`src/rtl/hcbd_pkg.sv`:
```
package hcbd_pkg;

  localparam int SIZE_BITS = 32;
  localparam int LINE_BITS = 16;

  localparam logic [LINE_BITS-1:0] MAX_LINE_RESET = 16'd8192;

  localparam logic [7:0] CHAR_CR    = 8'h0d;
  localparam logic [7:0] CHAR_LF    = 8'h0a;
  localparam logic [7:0] CHAR_SPACE = 8'h20;
  localparam logic [7:0] CHAR_TAB   = 8'h09;
  localparam logic [7:0] CHAR_SEMI  = 8'h3b;
  localparam logic [7:0] CHAR_MINUS = 8'h2d;
  localparam logic [7:0] CHAR_PLUS  = 8'h2b;

  localparam logic [2:0] PH_LINE  = 3'd0;
  localparam logic [2:0] PH_DATA  = 3'd1;
  localparam logic [2:0] PH_SKIP1 = 3'd2;
  localparam logic [2:0] PH_SKIP2 = 3'd3;
  localparam logic [2:0] PH_DONE  = 3'd4;

  localparam logic [2:0] K_BYTE  = 3'd0;
  localparam logic [2:0] K_DONE  = 3'd1;
  localparam logic [2:0] K_BLANK = 3'd2;
  localparam logic [2:0] K_NEG   = 3'd3;
  localparam logic [2:0] K_LONG  = 3'd4;
  localparam logic [2:0] K_TRUNC = 3'd5;

  typedef struct packed {
    logic [7:0] stream_byte;
    logic       end_of_stream;
  } in_item_t;

  typedef struct packed {
    logic [2:0] kind;
    logic [7:0] body_byte;
  } out_item_t;

  typedef struct packed {
    logic [SIZE_BITS-1:0] chunk;
    logic [LINE_BITS-1:0] length;
    logic                 saw_nonblank;
    logic                 digits_ended;
    logic                 in_extension;
    logic                 size_negative;
  } line_state_t;

  typedef struct packed {
    logic full;
    logic empty;
  } queue_status_t;

endpackage

```
`src/rtl/http_chunked_body_decoder.sv`:
```
// Decodes an HTTP/1.1 chunked body: each word is one received byte or an end-of-stream
// mark, and each word gives at most one result (a payload byte or a final status).
// A word is taken each cycle that byte_ready is high; its result is available in the next
// cycle from a two-entry output queue, and byte_ready drops only while it holds two unread
// results. The size-line limit is written through the cfg port, which is always ready.
module http_chunked_body_decoder
  import hcbd_pkg::*;
(
  input  logic                 clk,
  input  logic                 rst,
  input  logic                 byte_valid,
  output logic                 byte_ready,
  input  in_item_t             byte_item,
  output logic                 result_valid,
  input  logic                 result_ready,
  output out_item_t            result_item,
  input  logic                 cfg_valid,
  output logic                 cfg_ready,
  input  logic [LINE_BITS-1:0] cfg_data
);

  logic [LINE_BITS-1:0] max_size_line;
  logic [2:0]           phase;
  logic [2:0]           phase_next;
  line_state_t          line;
  line_state_t          line_next;
  logic                 cr_pending;
  logic                 cr_pending_next;

  line_state_t          cr_state;
  logic                 cr_long;
  line_state_t          mid_state;
  line_state_t          byte_state;
  logic                 byte_long;
  line_state_t          cleared;

  logic                 accept;
  logic                 res_valid;
  out_item_t            res_item;
  queue_status_t        q_status;
  logic [7:0]           ch;
  logic [SIZE_BITS-1:0] remaining_dec;

  assign accept    = byte_valid && byte_ready;
  assign cfg_ready = 1'b1;
  assign ch        = byte_item.stream_byte;

  always_comb begin
    cleared = '0;
  end

  hcbd_line_step u_cr_step (
    .cur      (line),
    .ch       (CHAR_CR),
    .max_len  (max_size_line),
    .nxt      (cr_state),
    .too_long (cr_long)
  );

  assign mid_state = cr_pending ? cr_state : line;

  hcbd_line_step u_byte_step (
    .cur      (mid_state),
    .ch       (ch),
    .max_len  (max_size_line),
    .nxt      (byte_state),
    .too_long (byte_long)
  );

  assign remaining_dec = line.chunk - 1'b1;

  always_comb begin
    phase_next      = phase;
    line_next       = line;
    cr_pending_next = cr_pending;
    res_valid       = 1'b0;
    res_item        = '0;
    if (phase > PH_SKIP2) begin
      phase_next = PH_DONE;
    end else if (byte_item.end_of_stream) begin
      phase_next      = PH_DONE;
      line_next       = cleared;
      cr_pending_next = 1'b0;
      res_valid       = 1'b1;
      res_item.kind   = K_TRUNC;
    end else begin
      unique case (phase)
        PH_DATA: begin
          line_next.chunk    = remaining_dec;
          res_valid          = 1'b1;
          res_item.kind      = K_BYTE;
          res_item.body_byte = ch;
          if (remaining_dec == '0) begin
            phase_next = PH_SKIP1;
          end
        end
        PH_SKIP1: begin
          phase_next = PH_SKIP2;
        end
        PH_SKIP2: begin
          phase_next      = PH_LINE;
          line_next       = cleared;
          cr_pending_next = 1'b0;
        end
        default: begin
          if (cr_pending && ch == CHAR_LF) begin
            cr_pending_next = 1'b0;
            line_next       = cleared;
            if (!line.saw_nonblank) begin
              phase_next    = PH_DONE;
              res_valid     = 1'b1;
              res_item.kind = K_BLANK;
            end else if (line.size_negative && line.chunk != '0) begin
              phase_next    = PH_DONE;
              res_valid     = 1'b1;
              res_item.kind = K_NEG;
            end else if (line.chunk == '0) begin
              phase_next    = PH_DONE;
              res_valid     = 1'b1;
              res_item.kind = K_DONE;
            end else begin
              phase_next      = PH_DATA;
              line_next.chunk = line.chunk;
            end
          end else if (cr_pending && cr_long) begin
            phase_next      = PH_DONE;
            line_next       = cleared;
            cr_pending_next = 1'b0;
            res_valid       = 1'b1;
            res_item.kind   = K_LONG;
          end else if (ch == CHAR_CR) begin
            line_next       = mid_state;
            cr_pending_next = 1'b1;
          end else if (byte_long) begin
            phase_next      = PH_DONE;
            line_next       = cleared;
            cr_pending_next = 1'b0;
            res_valid       = 1'b1;
            res_item.kind   = K_LONG;
          end else begin
            line_next       = byte_state;
            cr_pending_next = 1'b0;
          end
        end
      endcase
    end
  end

  always_ff @(posedge clk) begin
    if (rst) begin
      max_size_line <= MAX_LINE_RESET;
      phase         <= PH_LINE;
      line          <= '0;
      cr_pending    <= 1'b0;
    end else begin
      if (cfg_valid && cfg_ready) begin
        max_size_line <= cfg_data;
      end
      if (accept) begin
        phase      <= phase_next;
        line       <= line_next;
        cr_pending <= cr_pending_next;
      end
    end
  end

  hcbd_out_queue u_out_queue (
    .clk       (clk),
    .rst       (rst),
    .push      (accept && res_valid),
    .push_item (res_item),
    .pop       (result_ready),
    .head_item (result_item),
    .status    (q_status)
  );

  assign byte_ready   = !q_status.full;
  assign result_valid = !q_status.empty;

`ifndef SYNTH
  a_done_silent: assert property (@(posedge clk) disable iff (rst)
    (accept && phase == PH_DONE) |-> !res_valid)
    else $error("Result produced after the body ended.");

  a_byte_in_data: assert property (@(posedge clk) disable iff (rst)
    (accept && res_valid && res_item.kind == K_BYTE) |-> (phase == PH_DATA))
    else $error("Payload byte produced outside chunk data.");

  a_data_nonzero: assert property (@(posedge clk) disable iff (rst)
    (phase == PH_DATA) |-> (line.chunk != '0))
    else $error("Chunk data phase with nothing left to pass.");

  a_queue_result: assert property (@(posedge clk) disable iff (rst)
    (accept && res_valid) |=> result_valid)
    else $error("Result missing from the output queue.");
`endif

endmodule

```
`src/rtl/hcbd_line_step.sv`:
```
module hcbd_line_step
  import hcbd_pkg::*;
(
  input  line_state_t          cur,
  input  logic [7:0]           ch,
  input  logic [LINE_BITS-1:0] max_len,
  output line_state_t          nxt,
  output logic                 too_long
);

  logic       is_blank;
  logic       is_hex;
  logic [3:0] digit;
  logic       take_digit;

  always_comb begin
    is_hex = 1'b1;
    digit  = 4'd0;
    if (ch >= 8'h30 && ch <= 8'h39) begin
      digit = 4'(ch - 8'h30);
    end else if (ch >= 8'h61 && ch <= 8'h66) begin
      digit = 4'(ch - 8'h57);
    end else if (ch >= 8'h41 && ch <= 8'h46) begin
      digit = 4'(ch - 8'h37);
    end else begin
      is_hex = 1'b0;
    end
  end

  assign is_blank = (ch == CHAR_SPACE) || (ch == CHAR_TAB) || (ch == CHAR_CR) || (ch == CHAR_LF);

  always_comb begin
    nxt        = cur;
    too_long   = 1'b0;
    take_digit = 1'b0;
    if (cur.length >= max_len) begin
      too_long = 1'b1;
    end else begin
      nxt.length = cur.length + 1'b1;
      if (!cur.in_extension) begin
        if (ch == CHAR_SEMI) begin
          nxt.in_extension = 1'b1;
        end else if (!cur.saw_nonblank) begin
          if (!is_blank) begin
            nxt.saw_nonblank = 1'b1;
            if (ch == CHAR_MINUS) begin
              nxt.size_negative = 1'b1;
            end else if (ch != CHAR_PLUS) begin
              take_digit = 1'b1;
            end
          end
        end else if (!cur.digits_ended) begin
          take_digit = 1'b1;
        end
      end
      if (take_digit) begin
        if (!is_hex) begin
          nxt.digits_ended = 1'b1;
        end else if (cur.chunk[SIZE_BITS-1 -: 4] != 4'd0) begin
          nxt.chunk = '1;
        end else begin
          nxt.chunk = {cur.chunk[SIZE_BITS-5:0], digit};
        end
      end
    end
  end

endmodule

```
`src/rtl/hcbd_out_queue.sv`:
```
module hcbd_out_queue
  import hcbd_pkg::*;
(
  input  logic          clk,
  input  logic          rst,
  input  logic          push,
  input  out_item_t     push_item,
  input  logic          pop,
  output out_item_t     head_item,
  output queue_status_t status
);

  out_item_t   head;
  out_item_t   second;
  logic [1:0]  count;
  logic [1:0]  count_next;
  logic        do_pop;
  logic [1:0]  slot;

  assign do_pop     = pop && (count != 2'd0);
  assign slot       = count - {1'b0, do_pop};
  assign count_next = count + {1'b0, push} - {1'b0, do_pop};

  always_ff @(posedge clk) begin
    if (rst) begin
      count <= 2'd0;
    end else begin
      count <= count_next;
    end
  end

  always_ff @(posedge clk) begin
    if (do_pop && count == 2'd2) begin
      head <= second;
    end
    if (push && slot == 2'd0) begin
      head <= push_item;
    end
    if (push && slot == 2'd1) begin
      second <= push_item;
    end
  end

  assign head_item    = head;
  assign status.full  = (count == 2'd2);
  assign status.empty = (count == 2'd0);

endmodule

```
`config.mk`:
```
export PLATFORM = sky130hd
export DESIGN_NAME = http_chunked_body_decoder
export DESIGN_NICKNAME = d
export VERILOG_FILES = /design/src/rtl/hcbd_pkg.sv /design/src/rtl/http_chunked_body_decoder.sv /design/src/rtl/hcbd_line_step.sv /design/src/rtl/hcbd_out_queue.sv
export SDC_FILE = /design/constraint.sdc
export NUM_CORES = 1
export LEC_CHECK = 0
export BUFFER_PORTS_ARGS = -buffer_cell sky130_fd_sc_hd__buf_2
export CAP_MARGIN = 0
export CORE_MARGIN = 2
export CORE_UTILIZATION = 30
export CTS_CLUSTER_DIAMETER = 200
export DETAILED_ROUTE_END_ITERATION = 10
export SLEW_MARGIN = 30
export SYNTH_ARGS = -nofsm -noshare
export SYNTH_HDL_FRONTEND = slang
export SYNTH_HIERARCHICAL = 1
export SYNTH_SLANG_ARGS = --single-unit
```
`constraint.sdc`:
```
create_clock -name clk -period 8.3 [get_ports clk]
set_input_delay 0.83 -clock clk [delete_from_list [all_inputs] [get_ports clk]]
set_output_delay 0.83 -clock clk [all_outputs]
set_load 0.02 [all_outputs]
```
==> Yosys cells after proc, flatten, opt, wreduce, memory -nomap -nowiden <==
Index checks and enable logic that the tools add are counted.
{ "op_classes": {"addsub": 9, "n_lt_le_gt_ge": 9, "eq_ne": 17, "muxes": 92, "n_bitwise": 1, "reduce_logical": 32} }
{ "op_table": {"columns": ["op", "n"], "rows": [
  ["$mux W52", 6],
  ["$mux W32", 6],
  ["$pmux W32 S3", 1],
  ["$logic_not A32 Y1", 2],
  ["$mux W3", 16],
  ["$mux W1", 45],
  ["$mux W20", 2],
  ["$pmux W20 S2", 1],
  ["$mux W11", 3],
  ["$add A16 B1 Y16 const B", 2],
  ["$ge A16 B16 Y1", 2],
  ["$reduce_bool A32 Y1", 1],
  ["$sub A32 B1 Y32 const B", 1],
  ["$eq A8 B4 Y1 const B", 3],
  ["$eq A8 B6 Y1 const B", 3],
  ["$ge A8 B7 Y1 const B", 2],
  ["$le A8 B7 Y1 const B", 2],
  ["$mux W8", 2],
  ["$logic_and A1 B1 Y1", 12],
  ["$mux W4", 3],
  ["$pmux W3 S3", 1],
  ["$ge A8 B6 Y1 const B", 1],
  ["$le A8 B6 Y1 const B", 1],
  ["$mux W2", 4],
  ["other kinds (27)", 38]
]} }
{ "totals": {"ff_bits": 96, "in_bits": 30, "out_inout_bits": 14} }

==> Depth between registers and ports, before layout <==
{ "logic_depth": {"ltp_word": 20, "mapped_depth": 28, "ltp_nobuf": 24} }

==> By module <==
Netlist, hierarchy kept.
{ "by_module_without_submodules": {"columns": ["module", "instances", "cells_each", "area_per_inst_um2", "seq_area_each_um2"], "rows": [
  ["http_chunked_body_decoder", 1, 700, 5388.9, 1441.4],
  ["hcbd_line_step", 2, 220, 1752.9, 0.0],
  ["hcbd_out_queue", 1, 51, 992.2, 700.7]
]} }

==> Worst setup path before layout <==
OpenSTA, ideal clock, no wires.
{ "synth_path": {"kind": "register to register", "start": "register line[4] in the netlist's numbering", "end": "register u_out_queue/second[0] in the netlist's numbering, enable pin", "setup_ns": 0.396, "arrival_time_ns": 5.134, "required_ns": 7.904, "setup_slack_ns": 2.771, "path_stages_with_launch": 27, "cell_sequence": "dfxtp_1 > inv_1 > ha_1 > nand2b_1 > a2111oi_0 > nand3b_1 > and3_1 > buf_2 > buf_2 > nand4_1 > xnor2_1 > mux2_2 > ha_1 > nand4_1 > nor2_1 > a221oi_1 > and3_1 > buf_2 > buf_2 > inv_1 > inv_1 > a41o_1 > nand3_1 > a21oi_1 > nor2_1 > o21a_1 > nor3b_1"} }
{ "synth_rtl": {"columns": ["item", "line_no", "text"], "rows": [
  ["start, declared", "http_chunked_body_decoder.sv:25", "line_state_t line;"],
  ["start signal, assigned", "http_chunked_body_decoder.sv:161", "line <= line_next;"],
  ["end signal, assigned", "hcbd_out_queue.sv:40", "second <= push_item;"],
  ["end, declared", "hcbd_out_queue.sv:14", "out_item_t second;"]
]} }

==> impl_metrics.prom <==
# TYPE chip_impl_metric gauge
chip_impl_metric{name="cts.clk_slew.worst_paths",unit="ns"} 0.07
chip_impl_metric{name="synth.cell_area",unit="sq mm"} 0.00989
chip_impl_metric{name="cts_setup_buffers",unit=""} 0
chip_impl_metric{name="drc",unit=""} 0
chip_impl_metric{name="synth_simple_gate_area_share",unit="%"} 26.1
chip_impl_metric{name="clkLatencyLatePin",unit="ns"} 0.37
chip_impl_metric{name="max_cap_viol_count",unit=""} 0
chip_impl_metric{name="placementRows",unit=""} 66
chip_impl_metric{name="gp_congestion",unit=""} 0.857
chip_impl_metric{name="core-area",unit="sq mm"} 0.0325
chip_impl_metric{name="max-clock-path-buffers",unit=""} 2
chip_impl_metric{name="fp.dieArea",unit="sq mm"} 0.0344
chip_impl_metric{name="seq_area_frac_synth",unit="%"} 21.7
chip_impl_metric{name="cellPowerDensity",unit="mW/mm^2"} 131
chip_impl_info{name="combinational_family_with_the_most_area_after_synthesis",value="simple AND/OR/NAND/NOR gates"} 1
chip_impl_info{name="ys_dominant_reg_cell",value="sky130_fd_sc_hd__dfxtp_1"} 1
chip_impl_metric{name="grt_pass1_vias",unit=""} 8362
chip_impl_info{name="worst_setup_end_kind",value="flop"} 1
chip_impl_metric{name="post_route_cells_drive_above_1_share",unit="%"} 18.6
chip_impl_metric{name="critPathBufInv",unit=""} 1
chip_impl_metric{name="ctsResizeCount",unit=""} 0
chip_impl_metric{name="fillerInstances",unit=""} 3464
chip_impl_metric{name="synth_async_sr_flop_share",unit="%"} 0
chip_impl_metric{name="cp_data_required_time",unit="ns"} 8.51
chip_impl_metric{name="synth-adder-area-share",unit="%"} 5.95
chip_impl_metric{name="p_leak",unit="nW"} 4.84
chip_impl_metric{name="power.share.switching",unit="%"} 34.3
chip_impl_metric{name="power_frac_seq",unit="%"} 38.9
chip_impl_metric{name="timing.critical_path.arrival",unit="ns"} 6.85
chip_impl_metric{name="synth.yosys.warnings",unit=""} 6
chip_impl_info{name="top_layer",value="met5"} 1
chip_impl_info{name="cts-root-buf",value="sky130_fd_sc_hd__clkbuf_16"} 1
chip_impl_metric{name="cts_made_buffers",unit=""} 9
chip_impl_info{name="setup.worst_path.class",value="reg -> reg"} 1
chip_impl_metric{name="finalHoldViolCount",unit=""} 0
chip_impl_info{name="critical_path.slowest_cell",value="sky130_fd_sc_hd__and3_1"} 1
chip_impl_metric{name="port_buffer_cells",unit=""} 42
chip_impl_info{name="cp_cell_instances",value="ha_1 -> nand4_1 -> nand3_1 -> a221oi_1 -> and3_1 -> mux2_2 -> mux2_2 -> ha_1 -> a2111oi_0 -> nand3b_1 -> and3_1 -> buf_4 -> nand4_4 -> mux2_4 -> and3_1 -> a21oi_1 -> o32ai_1 -> a22oi_1 -> nor2_1"} 1
chip_impl_metric{name="layout_worst_path_cycle_share",unit="%"} 80.0
chip_impl_metric{name="worst_case_hold_slack",unit="ns"} 0.523
chip_impl_metric{name="report.final.setup_viol",unit=""} 0
chip_impl_info{name="cts_tree",value="yes"} 1
chip_impl_metric{name="cts.sinks",unit=""} 96
chip_impl_metric{name="fin_setup_tns",unit="ns"} 0
chip_impl_metric{name="maxSlewHeadroom",unit="%"} 29.9
chip_impl_metric{name="via_per_inst",unit=""} 5.40
chip_impl_metric{name="vdd_ir_drop_max",unit="mV"} 0.0990
chip_impl_metric{name="global_route.usage.total",unit="%"} 16.5
chip_impl_metric{name="netlist-cell-type-count",unit=""} 72
chip_impl_metric{name="pwr-share-clk",unit="%"} 31.3
chip_impl_info{name="rsz_0062_raised_after_global_routing",value="false"} 1
chip_impl_info{name="outcome",value="complete, no violations"} 1
chip_impl_metric{name="antenna_found_initial",unit=""} 1
chip_impl_metric{name="postSynthCellCount",unit=""} 1191
chip_impl_metric{name="dp.final_hpwl",unit="um"} 18500
chip_impl_metric{name="net_switching",unit="W"} 0.000480
chip_impl_metric{name="pre_cts_slack",unit="ns"} 1.76
chip_impl_metric{name="finalWorstPathRequiredPeriod",unit="ns"} 6.64
chip_impl_metric{name="finalMaxSlewViolations",unit=""} 0
chip_impl_metric{name="synthToLayoutAreaGrowth",unit="%"} 8.59
chip_impl_metric{name="wl_per_cell",unit="um"} 17.3
chip_impl_metric{name="cts_hold_repair_buffers",unit=""} 0
chip_impl_info{name="yosys-top-cells-area",value="sky130_fd_sc_hd__dfxtp_1 (15%), sky130_fd_sc_hd__mux2_4 (10%), sky130_fd_sc_hd__edfxtp_1 (6.7%), sky130_fd_sc_hd__mux2_2 (6.4%), sky130_fd_sc_hd__ha_1 (5.9%)"} 1
chip_impl_metric{name="clock_skew",unit="ns"} 0.0209
chip_impl_metric{name="synth-xor-area-share",unit="%"} 5.04
chip_impl_metric{name="detail_route.first_pass.iterations",unit=""} 5
chip_impl_metric{name="pin_count",unit=""} 44
chip_impl_metric{name="die_width",unit="um"} 186
chip_impl_metric{name="floorplan.initialDensity",unit="%"} 30.4
chip_impl_metric{name="route.layer.met1.wl",unit="um"} 13500
chip_impl_info{name="path_common_cell",value="sky130_fd_sc_hd__and3_1"} 1
chip_impl_metric{name="grt_start_max_net_pins",unit=""} 78
chip_impl_metric{name="fin_worst_setup_slack",unit="ns"} 1.66
chip_impl_metric{name="routed_wl",unit="um"} 28300
chip_impl_metric{name="initialDrtViolationCount",unit=""} 874
chip_impl_info{name="synthDominantAreaCellType",value="sky130_fd_sc_hd__dfxtp_1"} 1
chip_impl_metric{name="antenna-diode-count",unit=""} 0
chip_impl_metric{name="syn-mean-instance-area",unit="sq um"} 8.30
chip_impl_metric{name="synthMuxAreaShare",unit="%"} 19.1
chip_impl_metric{name="cell_internal_pwr",unit="W"} 0.000921
chip_impl_metric{name="wl_met2",unit="um"} 12800
chip_impl_metric{name="max_clock_freq",unit="MHz"} 151
chip_impl_info{name="crit_family",value="simple AND/OR/NAND/NOR gates"} 1
chip_impl_metric{name="synth-seq-cells",unit=""} 96
chip_impl_metric{name="synth_edf_count",unit=""} 22
chip_impl_metric{name="ant_nets",unit=""} 0
chip_impl_metric{name="grt_pass1_wl",unit="um"} 45400
chip_impl_metric{name="via_count",unit=""} 8851
chip_impl_metric{name="grt_overflow",unit=""} 0
chip_impl_metric{name="synthDominantCellAreaShare",unit="%"} 15.0
chip_impl_metric{name="nNetsFinal",unit=""} 1268
chip_impl_metric{name="critPathMaxStageDelay",unit="ns"} 0.83
chip_impl_info{name="holdCritPathClass",value="reg -> reg"} 1
chip_impl_metric{name="critical_path.max_fanout",unit=""} 32
chip_impl_metric{name="met3_wirelength",unit="um"} 1530
chip_impl_info{name="cp_launch_type",value="flop"} 1
chip_impl_metric{name="share_comb_of_total_power",unit="%"} 29.8
chip_impl_metric{name="cts_htree_levels",unit=""} 3
chip_impl_metric{name="chipHeight",unit="um"} 186
chip_impl_metric{name="fraction_of_the_mapped_netlist_area_in_compound_gates",unit="%"} 15.5
chip_impl_metric{name="tightest_slew",unit="ns"} 1.05
registers in the layout (all words and copies together), names as in the netlist:
signal,flops
u_out_queue/second,11
cr_pending,1
u_out_queue/head_item,11
line,52
phase,3
u_out_queue/count,2
max_size_line,16
through the flow:
stage	power (W)	utilization, %	cells	instance area, sq um
5_1_grt	0.00148	33.0	1638	10700
3_3_place_gp	0.000958	32.0	1621	10400
3_5_place_dp	0.000965	32.1	1622	10400
4_1_cts	0.00141	33.0	1638	10700
6_report	0.00140	33.0	1638	10700
2_1_floorplan	0.000870	-	1215	9980
worst min-delay path: cells and delay by family, from the launching register on:
kind | cells | cell delay [ns]
DFF | 1 | 0.35
and+or+nand+nor | 1 | 0.07
muxes | 1 | 0.07
power by group through the flow:
stage	clock, W	sequential [W]	combinational [W]
floorplan	0	0.000570	0.000301
global placement	0	0.000554	0.000404
detailed placement	0	0.000555	0.000410
CTS	0.000450	0.000545	0.000413
global route	0.000466	0.000550	0.000463
finish	0.000439	0.000545	0.000418
logic make-up (layout without fill, tap and decap cells):
group                    after synthesis  in the layout
other                                  2             26
multiplexers                         148            148
XOR/XNOR                              56             56
AO/OA/AOI/OAI                        228            228
AND/OR/NAND/NOR                      463            463
flip-flops                            96             96
buffers and inverters                151            132
adder cells (fa/ha/maj)               47             47
path summary, 6_finish.rpt:
check,start,slack (ns),cells after the start,end
max,line[9]$_SDFFE_PP0P_,1.66,19,line[48]$_SDFFE_PP0P_
min,max_size_line[4]$_SDFFE_PP0P_,0.52,2,max_size_line[4]$_SDFFE_PP0P_
max reg2reg,line[9]$_SDFFE_PP0P_,1.66,19,line[48]$_SDFFE_PP0P_
min reg2reg,max_size_line[4]$_SDFFE_PP0P_,0.52,2,max_size_line[4]$_SDFFE_PP0P_
Yosys cell counts (15+ instances only):
cell type                  number
sky130_fd_sc_hd__edfxtp_1      22
sky130_fd_sc_hd__mux2i_1       25
sky130_fd_sc_hd__clkbuf_1      66
sky130_fd_sc_hd__buf_2         16
sky130_fd_sc_hd__a21oi_1       47
sky130_fd_sc_hd__o21ai_0       37
sky130_fd_sc_hd__nor3_1        26
sky130_fd_sc_hd__a22oi_1       40
sky130_fd_sc_hd__dfxtp_1       74
sky130_fd_sc_hd__o22ai_1       21
sky130_fd_sc_hd__nand4_1       30
sky130_fd_sc_hd__nor2b_1       17
sky130_fd_sc_hd__nor4_1        19
sky130_fd_sc_hd__nand2_1       62
sky130_fd_sc_hd__mux2_2        56
sky130_fd_sc_hd__nand3_1       34
sky130_fd_sc_hd__mux2_4        67
sky130_fd_sc_hd__and3_1        50
sky130_fd_sc_hd__nand2b_1      61
sky130_fd_sc_hd__and2_1        15
sky130_fd_sc_hd__xnor2_1       49
sky130_fd_sc_hd__inv_1         59
sky130_fd_sc_hd__nor2_1        95
sky130_fd_sc_hd__a21o_1        20
sky130_fd_sc_hd__ha_1          47
cell usage in the layout, fill, tap and decap left out, types with 8 or more instances in the layout:
master | Yosys | final
sky130_fd_sc_hd__clkbuf_16 | 0 | 9
sky130_fd_sc_hd__mux2_2 | 56 | 56
sky130_fd_sc_hd__edfxtp_1 | 22 | 22
sky130_fd_sc_hd__and2_1 | 15 | 15
sky130_fd_sc_hd__or3_1 | 9 | 9
sky130_fd_sc_hd__nor2b_1 | 17 | 17
sky130_fd_sc_hd__inv_1 | 59 | 59
sky130_fd_sc_hd__nand4_1 | 30 | 30
sky130_fd_sc_hd__xnor2_1 | 49 | 49
sky130_fd_sc_hd__a22oi_1 | 40 | 40
sky130_fd_sc_hd__and3_1 | 50 | 50
sky130_fd_sc_hd__o21ai_1 | 7 | 8
sky130_fd_sc_hd__nor3_1 | 26 | 26
sky130_fd_sc_hd__mux2i_1 | 25 | 25
sky130_fd_sc_hd__nor3b_1 | 8 | 8
sky130_fd_sc_hd__nand2b_1 | 61 | 61
sky130_fd_sc_hd__a21oi_1 | 47 | 47
sky130_fd_sc_hd__nor4_1 | 19 | 17
sky130_fd_sc_hd__dfxtp_1 | 74 | 73
sky130_fd_sc_hd__ha_1 | 47 | 47
sky130_fd_sc_hd__nand3_1 | 34 | 33
sky130_fd_sc_hd__a21o_1 | 20 | 20
sky130_fd_sc_hd__o21ai_0 | 37 | 36
sky130_fd_sc_hd__o22ai_1 | 21 | 21
sky130_fd_sc_hd__conb_1 | 2 | 26
sky130_fd_sc_hd__mux2_4 | 67 | 67
sky130_fd_sc_hd__buf_4 | 1 | 14
sky130_fd_sc_hd__buf_2 | 16 | 42
sky130_fd_sc_hd__nor2_1 | 95 | 95
sky130_fd_sc_hd__nand2_1 | 62 | 62
routing by layer:
layer | GRT usage (%) | up-vias
met2 | 26.6 | 289
met5 | 0 | -
met4 | 5.20 | 2
met3 | 2.29 | 44
met1 | 22.7 | 4224
li1 | - | 4292
layout make-up:
type / instances / area (sq um) / share of cell area, %
clock buffers: 9 / 225 / 2.10
well taps: 442 / 553 / 5.15
clock inverters: 7 / 70.1 / 0.653
inverters: 59 / 221 / 2.06
flip-flops and latches: 96 / 2140 / 20.0
repair buffers: 57 / 327 / 3.04
multi-input cells: 968 / 7200 / 67.0
Note: power is estimated with default switching activity, not from simulation.
